===== src/rtl/core/ott_pkg.sv =====
// Shared types and constants of the ordered timer table.
package ott_pkg;

  localparam int NOW_W      = 48;
  localparam int PER_W      = 32;
  localparam int DL_W       = 49;
  localparam int MAX_EXPIRE = 16;
  localparam int CNT_W      = 5;

  localparam logic [2:0] REQ_ADD    = 3'd0;
  localparam logic [2:0] REQ_RESET  = 3'd1;
  localparam logic [2:0] REQ_DELETE = 3'd2;
  localparam logic [2:0] REQ_EXPIRE = 3'd3;
  localparam logic [2:0] REQ_QUERY  = 3'd4;

  localparam logic [1:0] ST_OK        = 2'd0;
  localparam logic [1:0] ST_NOT_FOUND = 2'd1;
  localparam logic [1:0] ST_INV_PER   = 2'd2;
  localparam logic [1:0] ST_FULL      = 2'd3;

  typedef enum logic [3:0] {
    S_IDLE, S_DECODE, S_FREE, S_WRITE, S_SCAN, S_TAIL, S_POST, S_FLUSH, S_RESULT
  } state_t;

  typedef enum logic [1:0] {RET_IDLE, RET_SCAN, RET_FLUSH} ret_t;

  // Ordering key: deadline first, then period.
  typedef struct packed {
    logic [DL_W-1:0]  deadline;
    logic [PER_W-1:0] period;
  } key_t;

  typedef struct packed {
    logic [1:0]       status;
    logic [3:0]       slot;
    logic             front;
    logic             expired;
    logic             action;
    logic             empty;
    logic [PER_W-1:0] delay;
    logic             last;
  } res_t;

endpackage


===== src/rtl/core/ott_min_unit.sv =====
// Running minimum over streamed timer entries, lowest slot wins a tie.
module ott_min_unit #(
  parameter int IW = 4
) (
  input  logic            clk,
  input  logic            rst,
  input  logic            clr,
  input  logic            en,
  input  logic [IW-1:0]   slot,
  input  ott_pkg::key_t   key,
  output logic            found,
  output logic [IW-1:0]   best_slot,
  output ott_pkg::key_t   best_key
);

  logic take;

  // Strict compare: entries arrive in ascending slot order.
  assign take = en && (!found || (key < best_key));

  always_ff @(posedge clk) begin
    if (rst || clr) begin
      found <= 1'b0;
    end else if (take) begin
      found <= 1'b1;
    end
  end

  always_ff @(posedge clk) begin
    if (take) begin
      best_slot <= slot;
      best_key  <= key;
    end
  end

endmodule


===== src/rtl/core/ordered_timer_table.sv =====
// Top level of the ordered timer table: slot store, scan sequencer and output register.
//
//  channel | direction | handshake                  | payload
//  --------+-----------+----------------------------+---------------------------------------
//  request | in        | in_valid / in_stall        | req_type slot_id period_ms recurrent
//          |           |                            | has_action now_ms tick_pending
//  result  | out       | out_valid / out_stall      | status result_slot front_event
//          |           |                            | expired_valid action_valid table_empty
//          |           |                            | next_delay last
//
// Each request walks the slot store once per minimum search, one slot per cycle through
// a single read port and one shared key comparator.
// Add: a free-slot search, then one write and one search; a full table ends after the free-slot search.
// Reset and query: one search; delete and rejects: no search.
// Expire: one search per due timer, at most 16 of them, plus one final search unless
// the cap is reached.
// in_stall is high from acceptance until the last result enters the output register;
// a stalled output holds the sequencer. Reset is synchronous and needs no clearing pass.
module ordered_timer_table #(
  parameter int NUM_TIMERS = 16
) (
  input  logic        clk,
  input  logic        rst,
  input  logic        in_valid,
  output logic        in_stall,
  input  logic [2:0]  req_type,
  input  logic [3:0]  slot_id,
  input  logic [31:0] period_ms,
  input  logic        recurrent,
  input  logic        has_action,
  input  logic [47:0] now_ms,
  input  logic        tick_pending,
  output logic        out_valid,
  input  logic        out_stall,
  output logic [1:0]  status,
  output logic [3:0]  result_slot,
  output logic        front_event,
  output logic        expired_valid,
  output logic        action_valid,
  output logic        table_empty,
  output logic [31:0] next_delay,
  output logic        last
);

  localparam int IW = $clog2(NUM_TIMERS);
  localparam logic [IW-1:0] LAST_IDX = IW'(NUM_TIMERS - 1);

  ott_pkg::state_t state, state_next;

  // Latched request
  logic [2:0]                  req_q;
  logic [3:0]                  sid_q;
  logic [ott_pkg::PER_W-1:0]   per_q;
  logic                        rec_q;
  logic                        act_q;
  logic [ott_pkg::NOW_W-1:0]   now_q;
  logic                        tick_q;

  // Slot state: flags in flops, keys in a memory
  logic [NUM_TIMERS-1:0] valid_bits;
  logic [NUM_TIMERS-1:0] rec_bits;
  logic [NUM_TIMERS-1:0] act_bits;
  logic [NUM_TIMERS-1:0] taken;
  ott_pkg::key_t         mem [NUM_TIMERS];

  // Scan pipeline
  logic [IW-1:0]  idx;
  logic           rd_vld_q;
  logic [IW-1:0]  rd_idx_q;
  ott_pkg::key_t  rd_key;

  logic [IW-1:0]  slot_reg;
  logic [ott_pkg::CNT_W-1:0] exp_n;
  logic           pend_vld;
  logic [IW-1:0]  pend_slot;
  logic           pend_act;

  ott_pkg::res_t  res, res_next, out_q;
  ott_pkg::ret_t  ret, ret_next;

  logic           in_acc, out_free, out_load;
  logic [IW-1:0]  sid_idx;
  logic           sid_ok, is_exp, due, scan_en, scan_clr, cap;
  logic [ott_pkg::CNT_W-1:0] n_new;
  logic           found;
  logic [IW-1:0]  best_slot;
  ott_pkg::key_t  best_key;
  logic           mem_we;
  logic [IW-1:0]  mem_waddr;
  logic [ott_pkg::PER_W-1:0] add_b;
  ott_pkg::key_t  mem_wdata;
  logic [ott_pkg::DL_W-1:0]  diff;
  logic [ott_pkg::PER_W-1:0] delay;

  assign in_stall = (state != ott_pkg::S_IDLE);
  assign in_acc   = in_valid && !in_stall;
  assign out_free = !out_valid || !out_stall;
  assign out_load = (state == ott_pkg::S_RESULT) && out_free;

  assign sid_idx = IW'(sid_q);
  assign sid_ok  = (32'(sid_q) < NUM_TIMERS) && valid_bits[sid_idx];
  assign is_exp  = (req_q == ott_pkg::REQ_EXPIRE);
  assign due     = rd_key.deadline <= ott_pkg::DL_W'(now_q);
  // Expire looks only at due timers not yet handled in this request.
  assign scan_en = rd_vld_q && valid_bits[rd_idx_q] &&
                   (!is_exp || (!taken[rd_idx_q] && due));
  assign scan_clr = (state == ott_pkg::S_SCAN) && (idx == '0);
  assign n_new   = exp_n + 1'b1;
  assign cap     = (n_new == ott_pkg::CNT_W'(ott_pkg::MAX_EXPIRE));

  ott_min_unit #(.IW(IW)) u_min (
    .clk       (clk),
    .rst       (rst),
    .clr       (scan_clr),
    .en        (scan_en),
    .slot      (rd_idx_q),
    .key       (rd_key),
    .found     (found),
    .best_slot (best_slot),
    .best_key  (best_key)
  );

  // Remaining delay to the earliest deadline, saturated to 32 bits.
  assign diff = best_key.deadline - ott_pkg::DL_W'(now_q);
  always_comb begin
    if (best_key.deadline <= ott_pkg::DL_W'(now_q)) begin
      delay = '0;
    end else if (|diff[ott_pkg::DL_W-1:ott_pkg::PER_W]) begin
      delay = '1;
    end else begin
      delay = diff[ott_pkg::PER_W-1:0];
    end
  end

  // Shared arm adder: add/reset write the request period, expire re-arms a recurrent timer.
  always_comb begin
    mem_we    = 1'b0;
    mem_waddr = best_slot;
    add_b     = best_key.period;
    if (state == ott_pkg::S_WRITE) begin
      mem_we    = 1'b1;
      mem_waddr = slot_reg;
      add_b     = per_q;
    end else if ((state == ott_pkg::S_POST) && is_exp && found && rec_bits[best_slot]) begin
      mem_we    = 1'b1;
    end
    mem_wdata.deadline = ott_pkg::DL_W'(now_q) + ott_pkg::DL_W'(add_b);
    mem_wdata.period   = add_b;
  end

  // Next state
  always_comb begin
    state_next = state;
    case (state)
      ott_pkg::S_IDLE: begin
        if (in_acc) state_next = ott_pkg::S_DECODE;
      end
      ott_pkg::S_DECODE: begin
        case (req_q)
          ott_pkg::REQ_ADD: state_next = ott_pkg::S_FREE;
          ott_pkg::REQ_RESET: begin
            if ((per_q == '1) || !sid_ok) state_next = ott_pkg::S_RESULT;
            else state_next = ott_pkg::S_WRITE;
          end
          ott_pkg::REQ_EXPIRE, ott_pkg::REQ_QUERY: state_next = ott_pkg::S_SCAN;
          default: state_next = ott_pkg::S_RESULT;
        endcase
      end
      ott_pkg::S_FREE: begin
        if (!valid_bits[idx]) state_next = ott_pkg::S_WRITE;
        else if (idx == LAST_IDX) state_next = ott_pkg::S_RESULT;
      end
      ott_pkg::S_WRITE: state_next = ott_pkg::S_SCAN;
      ott_pkg::S_SCAN: begin
        if (idx == LAST_IDX) state_next = ott_pkg::S_TAIL;
      end
      ott_pkg::S_TAIL: state_next = ott_pkg::S_POST;
      ott_pkg::S_POST: begin
        if (is_exp && found && !pend_vld) begin
          state_next = cap ? ott_pkg::S_FLUSH : ott_pkg::S_SCAN;
        end else begin
          state_next = ott_pkg::S_RESULT;
        end
      end
      ott_pkg::S_FLUSH: state_next = ott_pkg::S_RESULT;
      ott_pkg::S_RESULT: begin
        if (out_free) begin
          case (ret)
            ott_pkg::RET_SCAN:  state_next = ott_pkg::S_SCAN;
            ott_pkg::RET_FLUSH: state_next = ott_pkg::S_FLUSH;
            default:            state_next = ott_pkg::S_IDLE;
          endcase
        end
      end
      default: state_next = ott_pkg::S_IDLE;
    endcase
  end

  // Result staging and where to go after it leaves
  always_comb begin
    res_next      = '0;
    res_next.last = 1'b1;
    ret_next      = ott_pkg::RET_IDLE;
    case (state)
      ott_pkg::S_DECODE: begin
        if (req_q == ott_pkg::REQ_RESET) begin
          if (per_q == '1) res_next.status = ott_pkg::ST_INV_PER;
          else if (!sid_ok) res_next.status = ott_pkg::ST_NOT_FOUND;
        end else if (req_q == ott_pkg::REQ_DELETE) begin
          if (!sid_ok) res_next.status = ott_pkg::ST_NOT_FOUND;
        end
      end
      ott_pkg::S_FREE: res_next.status = ott_pkg::ST_FULL;
      ott_pkg::S_POST: begin
        case (req_q)
          ott_pkg::REQ_ADD: begin
            res_next.slot  = 4'(slot_reg);
            res_next.front = found && (best_slot == slot_reg) && !tick_q;
          end
          ott_pkg::REQ_RESET: begin
            res_next.front = found && (best_slot == slot_reg) && !tick_q;
          end
          ott_pkg::REQ_QUERY: begin
            res_next.empty = !found;
            res_next.delay = found ? delay : '0;
          end
          ott_pkg::REQ_EXPIRE: begin
            if (pend_vld) begin
              // Previous due timer goes out; last only if nothing else was found.
              res_next.slot    = 4'(pend_slot);
              res_next.expired = 1'b1;
              res_next.action  = pend_act;
              res_next.last    = !found;
              if (found) ret_next = cap ? ott_pkg::RET_FLUSH : ott_pkg::RET_SCAN;
            end
          end
          default: ;
        endcase
      end
      ott_pkg::S_FLUSH: begin
        res_next.slot    = 4'(pend_slot);
        res_next.expired = 1'b1;
        res_next.action  = pend_act;
      end
      default: ;
    endcase
  end

  // Control registers
  always_ff @(posedge clk) begin
    if (rst) begin
      state      <= ott_pkg::S_IDLE;
      valid_bits <= '0;
      rd_vld_q   <= 1'b0;
      pend_vld   <= 1'b0;
      exp_n      <= '0;
      out_valid  <= 1'b0;
      ret        <= ott_pkg::RET_IDLE;
    end else begin
      state    <= state_next;
      rd_vld_q <= (state == ott_pkg::S_SCAN);
      if (state != ott_pkg::S_RESULT && state_next == ott_pkg::S_RESULT) ret <= ret_next;
      case (state)
        ott_pkg::S_DECODE: begin
          if (req_q == ott_pkg::REQ_DELETE && sid_ok) valid_bits[sid_idx] <= 1'b0;
          if (is_exp) begin
            pend_vld <= 1'b0;
            exp_n    <= '0;
          end
        end
        ott_pkg::S_WRITE: valid_bits[slot_reg] <= 1'b1;
        ott_pkg::S_POST: begin
          if (is_exp && found) begin
            // Free one-shot timers; recurrent ones are re-armed through the memory.
            if (!rec_bits[best_slot]) valid_bits[best_slot] <= 1'b0;
            pend_vld <= 1'b1;
            exp_n    <= n_new;
          end
        end
        default: ;
      endcase
      if (out_load) out_valid <= 1'b1;
      else if (!out_stall) out_valid <= 1'b0;
    end
  end

  // Payload registers
  always_ff @(posedge clk) begin
    if (in_acc) begin
      req_q  <= req_type;
      sid_q  <= slot_id;
      per_q  <= period_ms;
      rec_q  <= recurrent;
      act_q  <= has_action;
      now_q  <= now_ms;
      tick_q <= tick_pending;
    end
    if (state != state_next) idx <= '0;
    else if (state == ott_pkg::S_SCAN || state == ott_pkg::S_FREE) idx <= idx + 1'b1;
    case (state)
      ott_pkg::S_DECODE: begin
        slot_reg <= sid_idx;
        if (is_exp) taken <= '0;
      end
      ott_pkg::S_FREE: slot_reg <= idx;
      ott_pkg::S_WRITE: begin
        rec_bits[slot_reg] <= rec_q;
        if (req_q == ott_pkg::REQ_ADD) act_bits[slot_reg] <= act_q;
      end
      ott_pkg::S_POST: begin
        if (is_exp && found) begin
          taken[best_slot] <= 1'b1;
          pend_slot        <= best_slot;
          pend_act         <= act_bits[best_slot];
        end
      end
      default: ;
    endcase
    if (state != ott_pkg::S_RESULT && state_next == ott_pkg::S_RESULT) res <= res_next;
    if (out_load) out_q <= res;
  end

  // Key memory: one write port, one registered read port
  always_ff @(posedge clk) begin
    if (mem_we) mem[mem_waddr] <= mem_wdata;
    rd_key   <= mem[idx];
    rd_idx_q <= idx;
  end

  assign status        = out_q.status;
  assign result_slot   = out_q.slot;
  assign front_event   = out_q.front;
  assign expired_valid = out_q.expired;
  assign action_valid  = out_q.action;
  assign table_empty   = out_q.empty;
  assign next_delay    = out_q.delay;
  assign last          = out_q.last;

`ifndef NO_ASSERTIONS
  a_load_fills: assert property (@(posedge clk) disable iff (rst)
    out_load |=> out_valid)
    else $error("result register not filled after load");

  a_exp_cap: assert property (@(posedge clk) disable iff (rst)
    exp_n <= ott_pkg::CNT_W'(ott_pkg::MAX_EXPIRE))
    else $error("expire count beyond cap");

  a_exp_ok: assert property (@(posedge clk) disable iff (rst)
    out_valid && out_q.expired |-> out_q.status == ott_pkg::ST_OK)
    else $error("expired item with error status");

  a_accept_decode: assert property (@(posedge clk) disable iff (rst)
    in_acc |=> state == ott_pkg::S_DECODE)
    else $error("accepted item not decoded");
`endif

endmodule

===== config.mk =====
export PLATFORM = sky130hd
export DESIGN_NAME = ordered_timer_table
export DESIGN_NICKNAME = d
export VERILOG_FILES = /design/src/rtl/core/ott_pkg.sv /design/src/rtl/core/ott_min_unit.sv /design/src/rtl/core/ordered_timer_table.sv
export SDC_FILE = /design/constraint.sdc
export NUM_CORES = 2
export LEC_CHECK = 0
export CORE_ASPECT_RATIO = 1.5
export CORE_MARGIN = 2
export CORE_UTILIZATION = 35
export DETAILED_ROUTE_END_ITERATION = 12
export DONT_BUFFER_PORTS = 1
export PLACE_DENSITY = 0.59
export RECOVER_POWER = 50
export SETUP_SLACK_MARGIN = 0.2
export SYNTH_ARGS = -nofsm -noshare
export SYNTH_HDL_FRONTEND = slang
export SYNTH_SLANG_ARGS = --single-unit

===== constraint.sdc =====
create_clock -name clk -period 5.9 [get_ports clk]
set_clock_uncertainty 0.15 [all_clocks]
set_input_delay 0.59 -clock clk [delete_from_list [all_inputs] [get_ports clk]]
set_output_delay 0.59 -clock clk [all_outputs]
set_load 0.05 [all_outputs]

# [Word-level counts from Yosys, hierarchy flattened]
# Memories as Yosys holds them, arrays and structs flattened. A register that Yosys moved wholly into a read port is not among the register bits.
# Index checks and enable logic that the tools add are counted.
[op_classes] n_bitwise=9 n_eq_ne=26 order_cmp=11 n_reduce_logical=52 n_mux=70 addsub=4
[ops] operator="$le A49 B48 Y1" count=2
[ops] operator="$lt A81 B81 Y1" count=1
[ops] operator="$mux W16" count=5
[ops] operator="$mux W32" count=2
[ops] operator="$add A48 B32 Y49" count=1
[ops] operator="$sub A49 B48 Y49" count=1
[ops] operator="$pmux W16 S3" count=1
[ops] operator="$mux W4" count=9
[ops] operator="$pmux W4 S9" count=1
[ops] operator="$and A16 B16 Y16" count=2
[ops] operator="$bwmux W16" count=2
[ops] operator="$eq A32 B32 Y1 const B" count=1
[ops] operator="$not A16 Y16" count=2
[ops] operator="$or A16 B16 Y16" count=2
[ops] operator="$pmux W16 S2" count=1
[ops] operator="$lt A4 B5 Y1 const B" count=5
[ops] operator="$bmux W1 S4" count=6
[ops] operator="$pmux W4 S2" count=3
[ops] operator="$mux W2" count=11
[ops] operator="$logic_and A1 B1 Y1" count=19
[ops] operator="$mux W1" count=18
[ops] operator="$reduce_or A17 Y1" count=1
[ops] operator="$eq A4 B3 Y1 const B" count=4
[ops] operator="$demux W1 S4" count=3
[ops] operator="other kinds (36)" count=69
[totals] word_cells=215 input_bits=94 n_memories=1 register_bits=357 output_inout_bits=45 mem_bits_rw=1296
[mem_list] name="mem" words=16 word_bits=81 read_ports=1 rd_ports_with_merged_regs=1 write_ports=1 line_no="ordered_timer_table.sv:64" rtl="ott_pkg::key_t mem [NUM_TIMERS];"

# [Logic depth before layout (Yosys ltp)]
[depth] word_depth=9 mapped_depth=20 mapped_depth_nobuf=18

# [Modules after synthesis]
# A second synthesis with hierarchy kept.
[hier_totals] cells_unflattened=3964 hier_area_um2=72051.6
[modules_own_cells] module="ordered_timer_table" seq_area_each_um2=48296.3 area_each_um2=67427.2 n_inst=1 cells_per_inst=3586
[modules_own_cells] module="ott_min_unit" seq_area_each_um2=2572.5 area_each_um2=4624.4 n_inst=1 cells_per_inst=378

# [Worst setup path after synthesis]
# No wires, ideal clock.
[synth_timing] path_type="register to register" start="register state[1]" end="memory mem[12][0] (netlist bit), enable pin" path_slack_ns=-0.127 path_stages_with_launch=12 arrival_ns=5.356 path_buffers=2 synth_period_minus_slack_ns=6.027 required_ns=5.229 setup_time_ns=0.521 cell_sequence="dfxtp_1 clkbuf_1 nor2b_1 nand2_1 nor2_1 nand3_1 clkbuf_1 inv_1 nand2_1 nand2_1 o21ai_0 nor2_1"
[synth_via] elab_chain_len=8 word_cells_on_any_way=10 cone_classes="eq/ne: 2; mux: 5; reduce/logical: 3"
[synth_rtl] item="start: declaration" line_no="ordered_timer_table.sv:48" rtl="ott_pkg::state_t state, state_next;"
[synth_rtl] item="start signal: assignment" line_no="ordered_timer_table.sv:252" rtl="state <= ott_pkg::S_IDLE;"
[synth_rtl] item="start signal: assignment" line_no="ordered_timer_table.sv:260" rtl="state <= state_next;"
[synth_rtl] item="$eq A4 B3 Y1" line_no="ordered_timer_table.sv:144" rtl="end else if ((state == ott_pkg::S_POST) && is_exp && found && rec_bits[best_slot]) begin"
[synth_rtl] item="$logic_and A1 B1 Y1 (3 in series)" line_no="ordered_timer_table.sv:144"
[synth_rtl] item="$mux W1" line_no="ordered_timer_table.sv:144"
[synth_rtl] item="$mux W1" line_no="ordered_timer_table.sv:140" rtl="if (state == ott_pkg::S_WRITE) begin"
[synth_rtl] item="$mux W1" line_no="ordered_timer_table.sv:325" rtl="if (mem_we) mem[mem_waddr] <= mem_wdata;"
[synth_rtl] item="$mux W1 (implied by the code)" line_no="ordered_timer_table.sv:325"
[synth_rtl] item="end: declaration" line_no="ordered_timer_table.sv:64"
# Parallel ways exist; a longest one is shown, timed or not.

# [Worst setup path in the final report]
[layout_timing] start="register now_q[20] (netlist bit)" end="register res[26] (netlist bit) (data pin)"
[layout_via] elab_chain_len=3 word_cells_on_any_way=5 cone_classes="add/sub: 1; order compare: 1; mux: 1; reduce/logical: 2"
[layout_rtl] item="start: declaration" line_no="ordered_timer_table.sv:56" rtl="logic [ott_pkg::NOW_W-1:0] now_q;"
[layout_rtl] item="start signal: assignment" line_no="ordered_timer_table.sv:295" rtl="now_q <= now_ms;"
[layout_rtl] item="$sub A49 B48 Y49" line_no="ordered_timer_table.sv:124" rtl="assign diff = best_key.deadline - ott_pkg::DL_W'(now_q);"
[layout_rtl] item="$reduce_or A17 Y1" line_no="ordered_timer_table.sv:128" rtl="end else if (|diff[ott_pkg::DL_W-1:ott_pkg::PER_W]) begin"
[layout_rtl] item="$mux W32" line_no="ordered_timer_table.sv:128"
[layout_rtl] item="end signal: assignment" line_no="ordered_timer_table.sv:319" rtl="if (state != ott_pkg::S_RESULT && state_next == ott_pkg::S_RESULT) res <= res_next;"
[layout_rtl] item="end: declaration" line_no="ordered_timer_table.sv:78" rtl="ott_pkg::res_t res, res_next, out_q;"
# Parallel ways exist; a longest one is shown, timed or not.
# A chain may end at the register's enable or synchronous reset.

==> summary.md <==
| Metric | Value |
|---|---|
| Post-synth top flop | edfxtp_1 |
| Final hold vios | 0 |
| Synth Area in Simple Gates | 3.98% |
| Mux share of post-synthesis cell area | 13.7% |
| Status | complete, but fails checks |
| Synth area leaders | edfxtp_1 67%, mux4_2 14%, ha_1 3.7%, dfxtp_1 3.3%, a21o_1 0.94% |
| P&R area growth vs syn | 14.7% |
| Netlist Area Pre-Place | 0.0720 mm2 |
| Period utilization | 92.3% |
| Post-synth EDFFs | 1,614 |
| Clk_lat worst skew | 0.85 ns |
| Starting Density | 35.1% |
| CP endpoint | res[26]$_SDFFCE_PP0P_ |
| Pleak | 26.7 nW |
| Largest regs | mem x1296, rd_key x81, u_min.best_key x81 |
| Peak supply drop | 251 uV |
| Seq/Total Area, Yosys | 70.6% |
| Ys Warns | 0 |
| Fin util | 40.3% |
| Max-cap violations | 27 |
| Data required time of the critical path | 6.30 ns |
| Hold path depth | 4 |
| Yosys cell types | 85 |
| Non-Filler Instances | 6,972 |
| Pwr Density | 318 mW/mm2 |
| Slew @ Worst Pin | 3.98 ns |
| Nets | 4,465 |
| Buffers on Ports | 0 |
| Rows | 204 |
| Reg2reg setup slack | 0.45 ns |
| Core area | 0.205 mm2 |
| First-pass GRT wire length | 281 mm |
| Cells after DPL | 6,559 |
| Die Ht | 560 um |
| Mapped Nets | 4,234 |
| HPWL after detailed placement | 121 mm |
| Unrepaired setup endpoints after global routing | yes |
| Clk buf depth | 4 |
| Count of TritonRoute iterations in the first routing pass | 7 |
| 1st-iter DRT viols | 3,661 |
| Die W | 374 um |
| I/O Pins | 139 |
| Reg2Reg Depth | 12 |
| Max Slew Vio Count | 1,254 |
| Root Buffer | clkbuf_16 |
| HP Start | in_valid |
| Final min period | 5.45 ns |
| Endpoint class of the critical path | register |
| # clock sinks | 1,734 |
| Post-synthesis xor/xnor area fraction | 1.14% |
| Number of global-route vias before repair | 38,993 |
| HP Class | input port to register |
| Most flops, register | mem |
| Asr flop ratio synth | 0% |
| Leading area contributor after synthesis | edfxtp_1 |
| # DRC | 0 |
| Main combinational cell family by area after synthesis | multiplexers |
| ANT nets after route | 0 |
| Syn avg cell area | 18.4 um2 |
| Tot Pwr | 26.2 mW |
| Critical path arrival | 5.85 ns |
| Reg2reg start | now_q[20]$_DFFE_PP_ |
| Largest net degree at the start of global routing | 102 |
| Failing checks | max-capacitance violations, max-slew violations |
| Vias | 38,046 |
| Total gr overflow | 0 |
| Num CTS Buffers | 173 |
| Routed WL per cell | 28.1 um |
| Synth Area in Adders | 3.76% |
| Synth top area share | 67.3% |
| CP startpoint | now_q[20]$_DFFE_PP_ |
| Vias per inst | 5.46 |
| TritonCTS clock tree | built |
| Clk pin slew, worst setup/hold paths | 0.07 ns |
| Initial antenna violation count | 31 |
| Syn Inst Count | 3,925 |
| Hold Slack | 0.139 ns |
| Seq cells post-synth | 1,734 |
| Final setup fails | 0 |
| Max transition margin | -165% |
| Gr usage total | 18.5% |
| Max FO, Critical Path | 32 |
| WS Path Type | register to register |
| Die ar. | 0.210 mm2 |
| Final wirelength | 196 mm |
| Max reg flops | 1,296 |
| Final GP Congestion | 0.896 |
| Layout cells sized above 1 | 19.8% |
| Post-synthesis compound-gate area fraction | 4.93% |
| Startpoint Class | register |
| H-tree levels | 4 |
| Fmax | 0.184 GHz |
| FF-to-FF End | res[26]$_SDFFCE_PP0P_ |
-- repair_timing --
action,CTS,global route
hold buffers,94,0
endpoints found under the hold margin,121,0
gates resized for setup,8,23
gates cloned,0,0
buffers inserted,0,6
pin swaps,0,6
setup endpoints to repair,128,384
-- through the flow --
stage	worst slack [ns]	TNS, ns	area, um2
final	0.451	0	82600
after global routing	0.154	0	82600
after CTS	0.274	0	82700
after detailed placement	0.132	0	76200
after global placement	0.183	0	76200
after floorplan	-0.127	-100.17	72000
-- where the power goes --
| part | total (mW) | switching [mW] | internal [mW] |
|---|---|---|---|
| clock | 10.8 | 4.74 | 6.09 |
| combinational | 1.53 | 0.950 | 0.583 |
| sequential | 13.9 | 0.200 | 13.7 |
-- routing by layer --
layer  global-route usage, %  share of wire [%]
met5                       0              0.092
met4                    6.94                3.9
met3                    2.52                5.0
met2                    31.9                 50
met1                    23.6                 41
-- cell families (layout without fill, tap and decap cells) --
kind of cell,Yosys count,in the layout
adder cells (fa/ha/maj),215,215
XOR/XNOR,93,93
other,0,4
AO/OA/AOI/OAI,525,525
buffers and inverters,328,693
flip-flops,1734,1734
AND/OR/NAND/NOR,588,588
multiplexers,442,442
-- worst max-delay path: stages, from the launching register on --
cell	delay (ns)
edfxtp_1	0.43
inv_1	0.12
ha_1	0.47
nand4_1	0.20
nor4_1	0.66
inv_1	0.10
a211oi_1	0.61
nor2_2	0.14
o21bai_1	0.30
xor2_2	0.09
or3_1	0.41
or4_2	1.04
o31a_1	0.44
-- cell usage after synthesis, drive strengths merged, types with 16 or more instances --
library cell     n
ha             213
edfxtp        1614
and3            21
nor2           165
nand3           42
nand4           60
o21a            20
a21o            92
buf             49
mux4           435
clkbuf         119
xor2            30
a21oi          137
nand2b          19
nor3            41
o21ai           95
nor4            21
o31a            33
nor2b           23
dfxtp          120
a31oi           16
nand2          145
inv            158
a211oi          29
xnor2           63
-- cell usage in the layout (no fill, tap or decap), types with 42 or more instances in the layout --
| cell | netlist | routed |
|---|---|---|
| a21o_1 | 90 | 90 |
| a21oi_1 | 133 | 132 |
| buf_4 | 3 | 44 |
| clkbuf_1 | 116 | 78 |
| clkbuf_16 | 0 | 175 |
| dfxtp_1 | 120 | 120 |
| dlygate4sd3_1 | 0 | 93 |
| edfxtp_1 | 1614 | 1614 |
| ha_1 | 213 | 213 |
| inv_1 | 158 | 156 |
| mux4_2 | 435 | 435 |
| nand2_1 | 145 | 145 |
| nand4_1 | 60 | 60 |
| nor2_1 | 164 | 155 |
| o21ai_0 | 88 | 86 |
| xnor2_1 | 63 | 42 |
-- final cells by class --
type / count / area (um2)
inverters: 158 / 593
diodes: 4 / 10.0
well taps: 2678 / 3350
fillers: 18398 / 123000
repair buffers: 226 / 2130
flip-flops and latches: 1734 / 50900
clock inverters: 91 / 840
clock buffers: 218 / 4640
multi-input cells: 1863 / 20200
-- how the worst min path moves through the flow --
stage                                     to
floorplan                rd_idx_q[2]$_DFF_P_
global placement    next_delay[30]$_DFFE_PP_
detailed placement     table_empty$_DFFE_PP_
CTS                      state[0]$_SDFF_PP0_
global route             state[0]$_SDFF_PP0_
finish                   state[0]$_SDFF_PP0_
Power figures use the tool's default switching activity.
